## src/sv/wpp_pkg.sv

```systemverilog
// Shared types and constants for the WAV PCM16 stream parser.
`default_nettype none

package wpp_pkg;

  // Chunk tags as they gather little-endian into a 32-bit word
  localparam logic [31:0] TAG_RIFF = 32'h4646_4952;
  localparam logic [31:0] TAG_WAVE = 32'h4556_4157;
  localparam logic [31:0] TAG_FMT  = 32'h2074_6D66;
  localparam logic [31:0] TAG_DATA = 32'h6174_6164;

  // Format checks
  localparam logic [15:0] FMT_PCM   = 16'd1;
  localparam logic [15:0] DEPTH_16  = 16'd16;
  localparam logic [30:0] COUNT_MAX = 31'h7FFF_FFFF;

  // End status codes
  localparam logic [2:0] ST_OK        = 3'd0;
  localparam logic [2:0] ST_NOT_RIFF  = 3'd1;
  localparam logic [2:0] ST_NOT_WAVE  = 3'd2;
  localparam logic [2:0] ST_NO_FORMAT = 3'd3;
  localparam logic [2:0] ST_NO_DATA   = 3'd4;
  localparam logic [2:0] ST_NOT_PCM   = 3'd5;
  localparam logic [2:0] ST_NOT_16BIT = 3'd6;

  // Result kinds on out_tuser
  localparam logic KIND_SAMPLE = 1'b0;
  localparam logic KIND_STATUS = 1'b1;

  // Queue between parser and result stage
  localparam int Q_DEPTH = 4;
  localparam int Q_PTR_W = $clog2(Q_DEPTH);
  localparam int Q_CNT_W = $clog2(Q_DEPTH + 1);

  // One queue entry: the results one byte causes
  typedef struct packed {
    logic        has_smp;
    logic        has_sts;
    logic [15:0] smp;
    logic [2:0]  sts;
    logic [31:0] rate;
    logic [15:0] chans;
    logic [30:0] total;
  } wpp_entry_t;

endpackage

`default_nettype wire

```

## src/sv/wpp_front.sv

```systemverilog
// Byte parser: walks RIFF/WAVE chunks and queues sample and status results.
`default_nettype none

module wpp_front (
  input  wire logic               clk,
  input  wire logic               rst_n,
  input  wire logic               in_beat,
  input  wire logic [7:0]         in_byte,
  input  wire logic               in_last,
  output logic                    push,
  output wpp_pkg::wpp_entry_t     push_data
);
  import wpp_pkg::*;

  typedef enum logic [9:0] {
    PH_RIFF  = 10'b00_0000_0001,
    PH_FSIZE = 10'b00_0000_0010,
    PH_WAVE  = 10'b00_0000_0100,
    PH_CID   = 10'b00_0000_1000,
    PH_CSIZE = 10'b00_0001_0000,
    PH_FMT   = 10'b00_0010_0000,
    PH_DATA  = 10'b00_0100_0000,
    PH_SKIP  = 10'b00_1000_0000,
    PH_PAD   = 10'b01_0000_0000,
    PH_DONE  = 10'b10_0000_0000
  } phase_t;

  phase_t      phase_r,     phase_nxt;
  logic [3:0]  idx_r,       idx_nxt;
  logic [31:0] gather_r,    gather_nxt;
  logic [31:0] tag_r,       tag_nxt;
  logic [31:0] left_r,      left_nxt;
  logic        pad_r,       pad_nxt;
  logic        fmt_seen_r,  fmt_seen_nxt;
  logic        data_seen_r, data_seen_nxt;
  logic [15:0] fmt_code_r,  fmt_code_nxt;
  logic [15:0] chans_r,     chans_nxt;
  logic [31:0] rate_r,      rate_nxt;
  logic [15:0] depth_r,     depth_nxt;
  logic [7:0]  low_r,       low_nxt;
  logic [30:0] count_r,     count_nxt;
  logic [2:0]  err_r,       err_nxt;

  logic [31:0] gather_shift;
  logic [31:0] left_dec;
  logic        smp_ok;
  logic [15:0] smp_val;
  logic [2:0]  sts_val;

  // Per-byte state update
  always_comb begin
    phase_nxt     = phase_r;
    idx_nxt       = idx_r;
    gather_nxt    = gather_r;
    tag_nxt       = tag_r;
    left_nxt      = left_r;
    pad_nxt       = pad_r;
    fmt_seen_nxt  = fmt_seen_r;
    data_seen_nxt = data_seen_r;
    fmt_code_nxt  = fmt_code_r;
    chans_nxt     = chans_r;
    rate_nxt      = rate_r;
    depth_nxt     = depth_r;
    low_nxt       = low_r;
    count_nxt     = count_r;
    err_nxt       = err_r;
    smp_ok        = 1'b0;
    smp_val       = '0;
    gather_shift  = {in_byte, gather_r[31:8]};
    left_dec      = left_r - 32'd1;

    case (phase_r)
      PH_RIFF, PH_FSIZE, PH_WAVE, PH_CID, PH_CSIZE: begin
        gather_nxt = gather_shift;
        idx_nxt    = idx_r + 4'd1;
        if (idx_r == 4'd3) begin
          idx_nxt = 4'd0;
          case (phase_r)
            PH_RIFF: begin
              if (gather_shift != TAG_RIFF) begin
                err_nxt   = ST_NOT_RIFF;
                phase_nxt = PH_DONE;
              end else begin
                phase_nxt = PH_FSIZE;
              end
            end
            PH_FSIZE: phase_nxt = PH_WAVE;
            PH_WAVE: begin
              if (gather_shift != TAG_WAVE) begin
                err_nxt   = ST_NOT_WAVE;
                phase_nxt = PH_DONE;
              end else begin
                phase_nxt = PH_CID;
              end
            end
            PH_CID: begin
              tag_nxt   = gather_shift;
              phase_nxt = PH_CSIZE;
            end
            default: begin
              // Chunk size complete: open the chunk body
              left_nxt = gather_shift;
              pad_nxt  = gather_shift[0];
              if (tag_r == TAG_DATA && !data_seen_r && !fmt_seen_r) begin
                err_nxt   = ST_NO_FORMAT;
                phase_nxt = PH_DONE;
              end else begin
                if (tag_r == TAG_FMT) begin
                  fmt_seen_nxt = 1'b1;
                  fmt_code_nxt = '0;
                  chans_nxt    = '0;
                  rate_nxt     = '0;
                  depth_nxt    = '0;
                  phase_nxt    = PH_FMT;
                end else if (tag_r == TAG_DATA && !data_seen_r) begin
                  data_seen_nxt = 1'b1;
                  phase_nxt     = PH_DATA;
                end else begin
                  phase_nxt = PH_SKIP;
                end
                // Empty body: size even, so straight to the next tag
                if (gather_shift == 32'd0) begin
                  phase_nxt = PH_CID;
                end
              end
            end
          endcase
        end
      end

      PH_FMT: begin
        case (idx_r)
          4'd0:  fmt_code_nxt[7:0]  = in_byte;
          4'd1:  fmt_code_nxt[15:8] = in_byte;
          4'd2:  chans_nxt[7:0]     = in_byte;
          4'd3:  chans_nxt[15:8]    = in_byte;
          4'd4:  rate_nxt[7:0]      = in_byte;
          4'd5:  rate_nxt[15:8]     = in_byte;
          4'd6:  rate_nxt[23:16]    = in_byte;
          4'd7:  rate_nxt[31:24]    = in_byte;
          4'd14: depth_nxt[7:0]     = in_byte;
          4'd15: depth_nxt[15:8]    = in_byte;
          default: ;
        endcase
        idx_nxt  = idx_r + 4'd1;
        left_nxt = left_dec;
        if (left_dec == 32'd0) begin
          phase_nxt = pad_r ? PH_PAD : PH_CID;
          idx_nxt   = 4'd0;
        end else if (idx_r == 4'd15) begin
          phase_nxt = PH_SKIP;
        end
      end

      PH_DATA: begin
        if (!idx_r[0]) begin
          low_nxt = in_byte;
        end else if (fmt_code_r == FMT_PCM && depth_r == DEPTH_16) begin
          if (count_r != COUNT_MAX) begin
            count_nxt = count_r + 31'd1;
          end
          smp_ok  = 1'b1;
          smp_val = {in_byte, low_r};
        end
        idx_nxt  = idx_r ^ 4'd1;
        left_nxt = left_dec;
        if (left_dec == 32'd0) begin
          phase_nxt = pad_r ? PH_PAD : PH_CID;
          idx_nxt   = 4'd0;
        end
      end

      PH_SKIP: begin
        left_nxt = left_dec;
        if (left_dec == 32'd0) begin
          phase_nxt = pad_r ? PH_PAD : PH_CID;
          idx_nxt   = 4'd0;
        end
      end

      PH_PAD: begin
        pad_nxt   = 1'b0;
        phase_nxt = PH_CID;
        idx_nxt   = 4'd0;
      end

      default: ;
    endcase

    // End status, from the state this byte leaves
    if (err_nxt != ST_OK) begin
      sts_val = err_nxt;
    end else if (phase_nxt == PH_RIFF) begin
      sts_val = ST_NOT_RIFF;
    end else if (phase_nxt == PH_FSIZE || phase_nxt == PH_WAVE) begin
      sts_val = ST_NOT_WAVE;
    end else if (!fmt_seen_nxt) begin
      sts_val = ST_NO_FORMAT;
    end else if (!data_seen_nxt) begin
      sts_val = ST_NO_DATA;
    end else if (fmt_code_nxt != FMT_PCM) begin
      sts_val = ST_NOT_PCM;
    end else if (depth_nxt != DEPTH_16) begin
      sts_val = ST_NOT_16BIT;
    end else begin
      sts_val = ST_OK;
    end
  end

  // Queue entry for this byte
  always_comb begin
    push              = in_beat && (smp_ok || in_last);
    push_data.has_smp = smp_ok;
    push_data.has_sts = in_last;
    push_data.smp     = smp_val;
    push_data.sts     = sts_val;
    push_data.rate    = rate_nxt;
    push_data.chans   = chans_nxt;
    push_data.total   = count_nxt;
  end

  // Parser state; the last byte of a file returns everything to reset
  always_ff @(posedge clk) begin
    if (!rst_n || (in_beat && in_last)) begin
      phase_r     <= PH_RIFF;
      idx_r       <= '0;
      gather_r    <= '0;
      tag_r       <= '0;
      left_r      <= '0;
      pad_r       <= 1'b0;
      fmt_seen_r  <= 1'b0;
      data_seen_r <= 1'b0;
      fmt_code_r  <= '0;
      chans_r     <= '0;
      rate_r      <= '0;
      depth_r     <= '0;
      low_r       <= '0;
      count_r     <= '0;
      err_r       <= ST_OK;
    end else if (in_beat) begin
      phase_r     <= phase_nxt;
      idx_r       <= idx_nxt;
      gather_r    <= gather_nxt;
      tag_r       <= tag_nxt;
      left_r      <= left_nxt;
      pad_r       <= pad_nxt;
      fmt_seen_r  <= fmt_seen_nxt;
      data_seen_r <= data_seen_nxt;
      fmt_code_r  <= fmt_code_nxt;
      chans_r     <= chans_nxt;
      rate_r      <= rate_nxt;
      depth_r     <= depth_nxt;
      low_r       <= low_nxt;
      count_r     <= count_nxt;
      err_r       <= err_nxt;
    end
  end

  // A new file starts right after the last beat
  a_restart: assert property (@(posedge clk) disable iff (!rst_n)
    in_beat && in_last |=> phase_r == PH_RIFF && count_r == '0)
    else $error("parser did not restart after last beat");

  // Samples only come out of a data chunk body
  a_smp_in_data: assert property (@(posedge clk) disable iff (!rst_n)
    smp_ok |-> phase_r == PH_DATA && idx_r[0])
    else $error("sample outside data chunk");

endmodule

`default_nettype wire

```

## src/sv/wpp_fifo.sv

```systemverilog
// Short result queue between the parser and the output stage.
`default_nettype none

module wpp_fifo (
  input  wire logic                clk,
  input  wire logic                rst_n,
  input  wire logic                push,
  input  wire wpp_pkg::wpp_entry_t push_data,
  input  wire logic                pop,
  output wpp_pkg::wpp_entry_t      head,
  output logic                     full,
  output logic                     empty
);
  import wpp_pkg::*;

  wpp_entry_t         mem_r [Q_DEPTH];
  logic [Q_PTR_W-1:0] wr_ptr_r, wr_ptr_nxt;
  logic [Q_PTR_W-1:0] rd_ptr_r, rd_ptr_nxt;
  logic [Q_CNT_W-1:0] cnt_r,    cnt_nxt;

  assign full  = (cnt_r == Q_CNT_W'(Q_DEPTH));
  assign empty = (cnt_r == '0);
  assign head  = mem_r[rd_ptr_r];

  // Pointer and fill count
  always_comb begin
    wr_ptr_nxt = push ? wr_ptr_r + 1'b1 : wr_ptr_r;
    rd_ptr_nxt = pop  ? rd_ptr_r + 1'b1 : rd_ptr_r;
    cnt_nxt    = cnt_r + Q_CNT_W'(push) - Q_CNT_W'(pop);
  end

  always_ff @(posedge clk) begin
    if (!rst_n) begin
      wr_ptr_r <= '0;
      rd_ptr_r <= '0;
      cnt_r    <= '0;
    end else begin
      wr_ptr_r <= wr_ptr_nxt;
      rd_ptr_r <= rd_ptr_nxt;
      cnt_r    <= cnt_nxt;
    end
  end

  // Entry storage
  always_ff @(posedge clk) begin
    if (push) begin
      mem_r[wr_ptr_r] <= push_data;
    end
  end

  a_no_overflow: assert property (@(posedge clk) disable iff (!rst_n)
    !(push && full))
    else $error("push into full queue");

  a_no_underflow: assert property (@(posedge clk) disable iff (!rst_n)
    !(pop && empty))
    else $error("pop from empty queue");

  a_cnt_range: assert property (@(posedge clk) disable iff (!rst_n)
    cnt_r <= Q_CNT_W'(Q_DEPTH))
    else $error("queue count out of range");

endmodule

`default_nettype wire

```

## src/sv/wpp_back.sv

```systemverilog
// Output stage: splits queue entries into sample and status beats.
`default_nettype none

module wpp_back (
  input  wire logic                clk,
  input  wire logic                rst_n,
  input  wire wpp_pkg::wpp_entry_t head,
  input  wire logic                empty,
  output logic                     pop,
  output logic                     out_valid,
  input  wire logic                out_ready,
  output logic                     out_kind,
  output logic [15:0]              out_smp,
  output logic [2:0]               out_sts,
  output logic [31:0]              out_rate,
  output logic [15:0]              out_chans,
  output logic [30:0]              out_total
);
  import wpp_pkg::*;

  logic        valid_r, valid_nxt;
  logic        sent_r,  sent_nxt;
  logic        load;
  logic        take_smp;
  logic        kind_r;
  logic [15:0] smp_r;
  logic [2:0]  sts_r;
  logic [31:0] rate_r;
  logic [15:0] chans_r;
  logic [30:0] total_r;

  // Pick the next result from the queue head
  always_comb begin
    load      = !empty && (!valid_r || out_ready);
    take_smp  = head.has_smp && !sent_r;
    pop       = 1'b0;
    sent_nxt  = sent_r;
    valid_nxt = valid_r && !out_ready;
    if (load) begin
      valid_nxt = 1'b1;
      if (take_smp && head.has_sts) begin
        sent_nxt = 1'b1;
      end else begin
        sent_nxt = 1'b0;
        pop      = 1'b1;
      end
    end
  end

  always_ff @(posedge clk) begin
    if (!rst_n) begin
      valid_r <= 1'b0;
      sent_r  <= 1'b0;
    end else begin
      valid_r <= valid_nxt;
      sent_r  <= sent_nxt;
    end
  end

  // Output payload register
  always_ff @(posedge clk) begin
    if (load) begin
      kind_r  <= take_smp ? KIND_SAMPLE : KIND_STATUS;
      smp_r   <= take_smp ? head.smp : 16'd0;
      sts_r   <= take_smp ? ST_OK : head.sts;
      rate_r  <= head.rate;
      chans_r <= head.chans;
      total_r <= head.total;
    end
  end

  assign out_valid = valid_r;
  assign out_kind  = kind_r;
  assign out_smp   = smp_r;
  assign out_sts   = sts_r;
  assign out_rate  = rate_r;
  assign out_chans = chans_r;
  assign out_total = total_r;

  a_smp_status_zero: assert property (@(posedge clk) disable iff (!rst_n)
    valid_r && kind_r == KIND_SAMPLE |-> sts_r == ST_OK)
    else $error("sample beat carries a status");

  a_sts_sample_zero: assert property (@(posedge clk) disable iff (!rst_n)
    valid_r && kind_r == KIND_STATUS |-> smp_r == 16'd0)
    else $error("status beat carries a sample");

  a_split_pops: assert property (@(posedge clk) disable iff (!rst_n)
    sent_r |-> !empty && head.has_sts)
    else $error("half-sent entry lost");

endmodule

`default_nettype wire

```

## src/sv/wav_pcm16_stream_parser_top.sv

```systemverilog
// Top level of the WAV PCM16 stream parser.
//
//  channel | dir | beat payload
//  --------+-----+----------------------------------------------------------
//  in_     | in  | tdata[7:0] file byte, tlast = last byte of the file
//  out_    | out | tuser = kind (0 sample, 1 end status), tdata = fields below
//
// One byte is taken per cycle while in_tready is high; results are registered.
// The parser updates all chunk state in the cycle a byte arrives.
// A four-entry queue separates parser and output; in_tready drops only when
// the queue is full, e.g. after long out_tready stalls. A last byte that also
// completes a sample uses two output beats. rst_n is synchronous; no warm-up.
`default_nettype none

module wav_pcm16_stream_parser_top (
  input  wire logic         clk,
  input  wire logic         rst_n,
  input  wire logic         in_tvalid,
  output logic              in_tready,
  input  wire logic [7:0]   in_tdata,   // [7:0] data_byte
  input  wire logic         in_tlast,   // end_of_file
  output logic              out_tvalid,
  input  wire logic         out_tready,
  output logic [103:0]      out_tdata,  // [15:0] sample_q15, [18:16] status,
                                        // [50:19] rate_hz, [66:51] channel_count,
                                        // [97:67] sample_total, rest zero
  output logic              out_tuser   // [0] kind
);
  import wpp_pkg::*;

  wpp_entry_t  push_data;
  wpp_entry_t  head;
  logic        push;
  logic        pop;
  logic        full;
  logic        empty;
  logic        in_beat;
  logic [15:0] smp;
  logic [2:0]  sts;
  logic [31:0] rate;
  logic [15:0] chans;
  logic [30:0] total;

  assign in_tready = !full;
  assign in_beat   = in_tvalid && in_tready;

  wpp_front u_front (
    .clk       (clk),
    .rst_n     (rst_n),
    .in_beat   (in_beat),
    .in_byte   (in_tdata),
    .in_last   (in_tlast),
    .push      (push),
    .push_data (push_data)
  );

  wpp_fifo u_fifo (
    .clk       (clk),
    .rst_n     (rst_n),
    .push      (push),
    .push_data (push_data),
    .pop       (pop),
    .head      (head),
    .full      (full),
    .empty     (empty)
  );

  wpp_back u_back (
    .clk       (clk),
    .rst_n     (rst_n),
    .head      (head),
    .empty     (empty),
    .pop       (pop),
    .out_valid (out_tvalid),
    .out_ready (out_tready),
    .out_kind  (out_tuser),
    .out_smp   (smp),
    .out_sts   (sts),
    .out_rate  (rate),
    .out_chans (chans),
    .out_total (total)
  );

  // Pack result fields, first field lowest
  assign out_tdata = {6'd0, total, chans, rate, sts, smp};

endmodule

`default_nettype wire

```

## config.mk

```make
export PLATFORM = sky130hd
export DESIGN_NAME = wav_pcm16_stream_parser_top
export DESIGN_NICKNAME = d
export VERILOG_FILES = /design/src/sv/wpp_pkg.sv /design/src/sv/wpp_front.sv /design/src/sv/wpp_fifo.sv /design/src/sv/wpp_back.sv /design/src/sv/wav_pcm16_stream_parser_top.sv
export SDC_FILE = /design/constraint.sdc
export NUM_CORES = 1
export LEC_CHECK = 0
export ABC_CLOCK_PERIOD_IN_PS = 10100
export BUFFER_PORTS_ARGS = -buffer_cell sky130_fd_sc_hd__buf_4
export CAP_MARGIN = 0
export CORE_MARGIN = 5
export CORE_UTILIZATION = 52
export DETAILED_ROUTE_END_ITERATION = 7
export GPL_TIMING_DRIVEN = 0
export HOLD_SLACK_MARGIN = 0.05
export PLACE_DENSITY = 0.69
export SYNTH_ARGS = -nofsm -noshare
export SYNTH_HDL_FRONTEND = slang
export SYNTH_SLANG_ARGS = --single-unit
```

## constraint.sdc

```tcl
create_clock -name clk -period 10.1 [get_ports clk]
set_input_delay 1.01 -clock clk [delete_from_list [all_inputs] [get_ports clk]]
set_output_delay 1.01 -clock clk [all_outputs]
set_load 0.05 [all_outputs]
```

==> results.sh <==
export IMPL_status="complete, no violations"
export IMPL_dr_pass1_iters=6
export IMPL_reg2reg_slack_ps=5650
export IMPL_crit_path_end="u_fifo.mem_r[2][80]"
export IMPL_path_buf_inv=2
export IMPL_h_tree_depth=3
export IMPL_port_buffers=109
export IMPL_drv_slew=0
export IMPL_arrival_ps=4760
export IMPL_end_kind="register"
export IMPL_synth_top_family_by_area="simple AND/OR/NAND/NOR gates"
export IMPL_synthCells=2421
export IMPL_grt_use_total=0.249
export IMPL_routed_via_density=6.06
export IMPL_slew_headroom=0.0789
export IMPL_dpl_hpwl_um=53500
export IMPL_synth_xor_xnor_area_share=0.0198
export IMPL_crit_cells=10
export IMPL_grt_setup_unrepaired="false"
export IMPL_synth_fa_ha_area_frac=0.00597
export IMPL_peakVddDrop_uv=185
export IMPL_ioPinCount=120
export IMPL_clkSinkCount=737
export IMPL_p_leak_nw=11.8
export IMPL_path_cells="buf_2, nor3_1, buf_2, nand3_1, a2111oi_0, nand2_1, nor4_2, a31oi_1, or2_1, a21oi_1"
export IMPL_cap_violations=0
export IMPL_worstMarginPinSlew_ps=1380
export IMPL_rr_endpoint="u_fifo.mem_r[2][80]"
export IMPL_rr_startpoint="u_front.left_r[2]"
export IMPL_synthSimpleGateAreaFrac=0.144
export IMPL_hold_buffers=0
export IMPL_yosys_register_bits=737
export IMPL_synth_area_mux_share=0.0770
export IMPL_cts_root_buf="clkbuf_16"
export IMPL_hold_ws_ps=448
export IMPL_cp_required_ps=10410
export IMPL_synth_area_leaders="edfxtp_1 49%, dfxtp_1 16%, mux4_2 7.4%"
export IMPL_drc=0
export IMPL_cts_tree="built"
export IMPL_yosys_area_top_type="edfxtp_1"
export IMPL_path_clk_slew_ps=60
export IMPL_grt_pass1_wl_um=123000
export IMPL_cts_resized_gates=0
export IMPL_setup_violations=0
export IMPL_synth_compound_area_frac=0.0839
export IMPL_dp_cells=3309
export IMPL_regArea_sq_um=19700
export IMPL_globalplace_congestion=0.940
export IMPL_start_util=0.527
export IMPL_first_iter_violations=1976
export IMPL_ant_nets=0
export IMPL_yosys_cell_types_count=80
export IMPL_met3_length_um=5740
export IMPL_ys_flop_type="edfxtp_1"
export IMPL_highest_layer="met4"
export IMPL_ys_async_sr_fraction=0
export IMPL_drive_gt1_frac=0.150
export IMPL_fp_dieW_um=252
export IMPL_power_density_nw_per_um2=252
export IMPL_vias=20900
export IMPL_area_growth_pct=15.4
export IMPL_clk_latency_ps=620
export IMPL_wl_per_cell_um=23.2
export IMPL_grt_start_max_net_pins=57
export IMPL_synth_seq_area_share=0.646
export IMPL_hold_viol=0
export IMPL_crit_type="register to register"
export IMPL_ff2ff_path_depth=10
export IMPL_nFillCells=4427
export IMPL_grt_overflow=0
export IMPL_cts_buffers=76
export IMPL_final_cells=3452
export IMPL_multi_input_area_sq_um=10200
export IMPL_met1Wirelength_um=32800
export IMPL_drt_wl_total_um=80100
export IMPL_die_area_sq_um=63800
export IMPL_crit_top_cell="buf_2"
export IMPL_crit_path_start="u_front.left_r[2]"
export IMPL_ys_warn_count=0
export IMPL_synth_edf_count=499
export IMPL_die_y_um=252
export IMPL_critPathMaxStageDelay_ps=820
export IMPL_row_count=88
export IMPL_postCtsSetupBuffers=0
export IMPL_antenna_found_initial=0
export IMPL_period_share=0.441
export IMPL_path_delay_family="simple AND/OR/NAND/NOR gates"
export IMPL_syn_area_per_cell_sq_um=12.6
export IMPL_yosysMostFrequentCell="edfxtp_1"
export IMPL_hold_path_class="register to register"
export IMPL_path_max_fanout=10
export IMPL_fin_crit_ps=4450
export IMPL_start_kind="register"
export IMPL_slowest_stage="nor4_2"
export IMPL_met2_length_um=38800
export IMPL_synth_common_cells="499 x edfxtp_1, 357 x nand2_1, 238 x dfxtp_1"
export IMPL_fin_nets=2649
export IMPL_timing_clock_skew_ps=28.1
export IMPL_cts_max_path_buffers=3
export IMPL_synth_top_area_frac=0.490
export IMPL_core_sq_um=58000
export IMPL_syn_cell_area_sq_um=30600
export IMPL_grt_pass1_vias=20800
export IMPL_max_freq_mhz=225
[power by group]
group | internal (W) | switching (W) | total (W)
Clock | 0.00184 | 0.00116 | 0.00300
Sequential | 0.00362 | 0.000109 | 0.00373
Combinational | 0.000671 | 0.00149 | 0.00216
[registers in the layout (all words and copies together) (netlist names), 2 cells and up, named ones only]
register and count:
u_front.low_r 8, u_front.left_r 32, u_front.rate_r 32, u_fifo.cnt_r 3, u_back.out_rate 32, u_front.idx_r 4
u_front.gather_r 24, u_back.out_sts 3, u_front.tag_r 32, u_back.out_chans 16, u_front.err_r 3, u_front.depth_r 16
u_front.count_r 31, u_front.fmt_code_r 16, u_fifo.wr_ptr_r 2, u_back.out_total 31, u_fifo.rd_ptr_r 2, u_back.out_smp 16
u_front.phase_r 10, u_fifo.mem_r 400, u_front.chans_r 16
[logic make-up after synthesis]
logic type / Yosys count
muxes: 110
DFF: 737
adders and majority gates: 14
buffers and inverters: 183
other: 1
xor gates and xnor gates: 69
AOI/OAI and AO/OA: 407
and+or+nand+nor: 900
[worst min-delay path by stage]
stage,slack [ps],cells after the start,to,start
3_3_place_gp,440,2,u_front.tag_r[20],u_front.tag_r[20]
4_1_cts,450,2,u_front.tag_r[13],u_front.tag_r[13]
5_1_grt,470,2,u_front.tag_r[16],u_front.tag_r[16]
3_5_place_dp,440,2,u_front.tag_r[13],u_front.tag_r[13]
6_report,450,2,u_front.tag_r[13],u_front.tag_r[13]
2_1_floorplan,430,2,u_front.tag_r[5],u_front.tag_r[5]
[per-stage QoR]
step	power [W]	instance area, sq um	setup WS [ps]	TNS (ps)	utilization
floorplan	0.00530	30600	2180	0	-
CTS	0.00898	35300	5780	0	0.608
global placement	0.00596	32400	-31.2	-31.2	0.558
detailed placement	0.00598	32600	5270	0	0.562
finish	0.00889	35300	5650	0	0.608
global route	0.00923	35300	5380	0	0.608
[placed cells by master, fill, tap and decap left out, types with 15 or more instances in the layout]
cell / instances
edfxtp_1: 499
nand2_1: 357
dfxtp_1: 238
nor2_1: 198
a21oi_1: 173
clkbuf_1: 131
buf_4: 117
mux4_2: 100
clkbuf_16: 79
o21ai_0: 61
nand3_1: 58
nor3_1: 44
xnor2_1: 40
a22o_1: 34
and2_1: 34
a22oi_1: 34
nand4_1: 29
xor2_1: 29
inv_1: 28
nor4_1: 25
nor2b_1: 20
buf_1: 19
or3_1: 17
clkinv_2: 17
and3_1: 15
[worst reg2reg max path: cells and delay by family (launching register included)]
kind / cells / cell delay [ps]
buf+inv: 2 / 500
compound gates: 3 / 1410
flops: 1 / 290
simple gates: 5 / 1940
[area by class of cell]
type / count / share of cell area
Antenna cell: 1 / 0.0000709
Buffer: 155 / 0.0176
Clock buffer: 99 / 0.0596
Clock inverter: 43 / 0.0168
Inverter: 28 / 0.00298
Multi-Input combinational cell: 1506 / 0.288
Sequential cell: 737 / 0.560
Tap cell: 765 / 0.0271
Timing Repair Buffer: 118 / 0.0284
[per-layer routing]
layer	global-route usage	vias up
met4	0.0913	0
met2	0.408	857
met5	0	-
met3	0.0456	193
met1	0.336	10400
li1	-	9435
No activity file was read; power rests on OpenSTA's default activity.
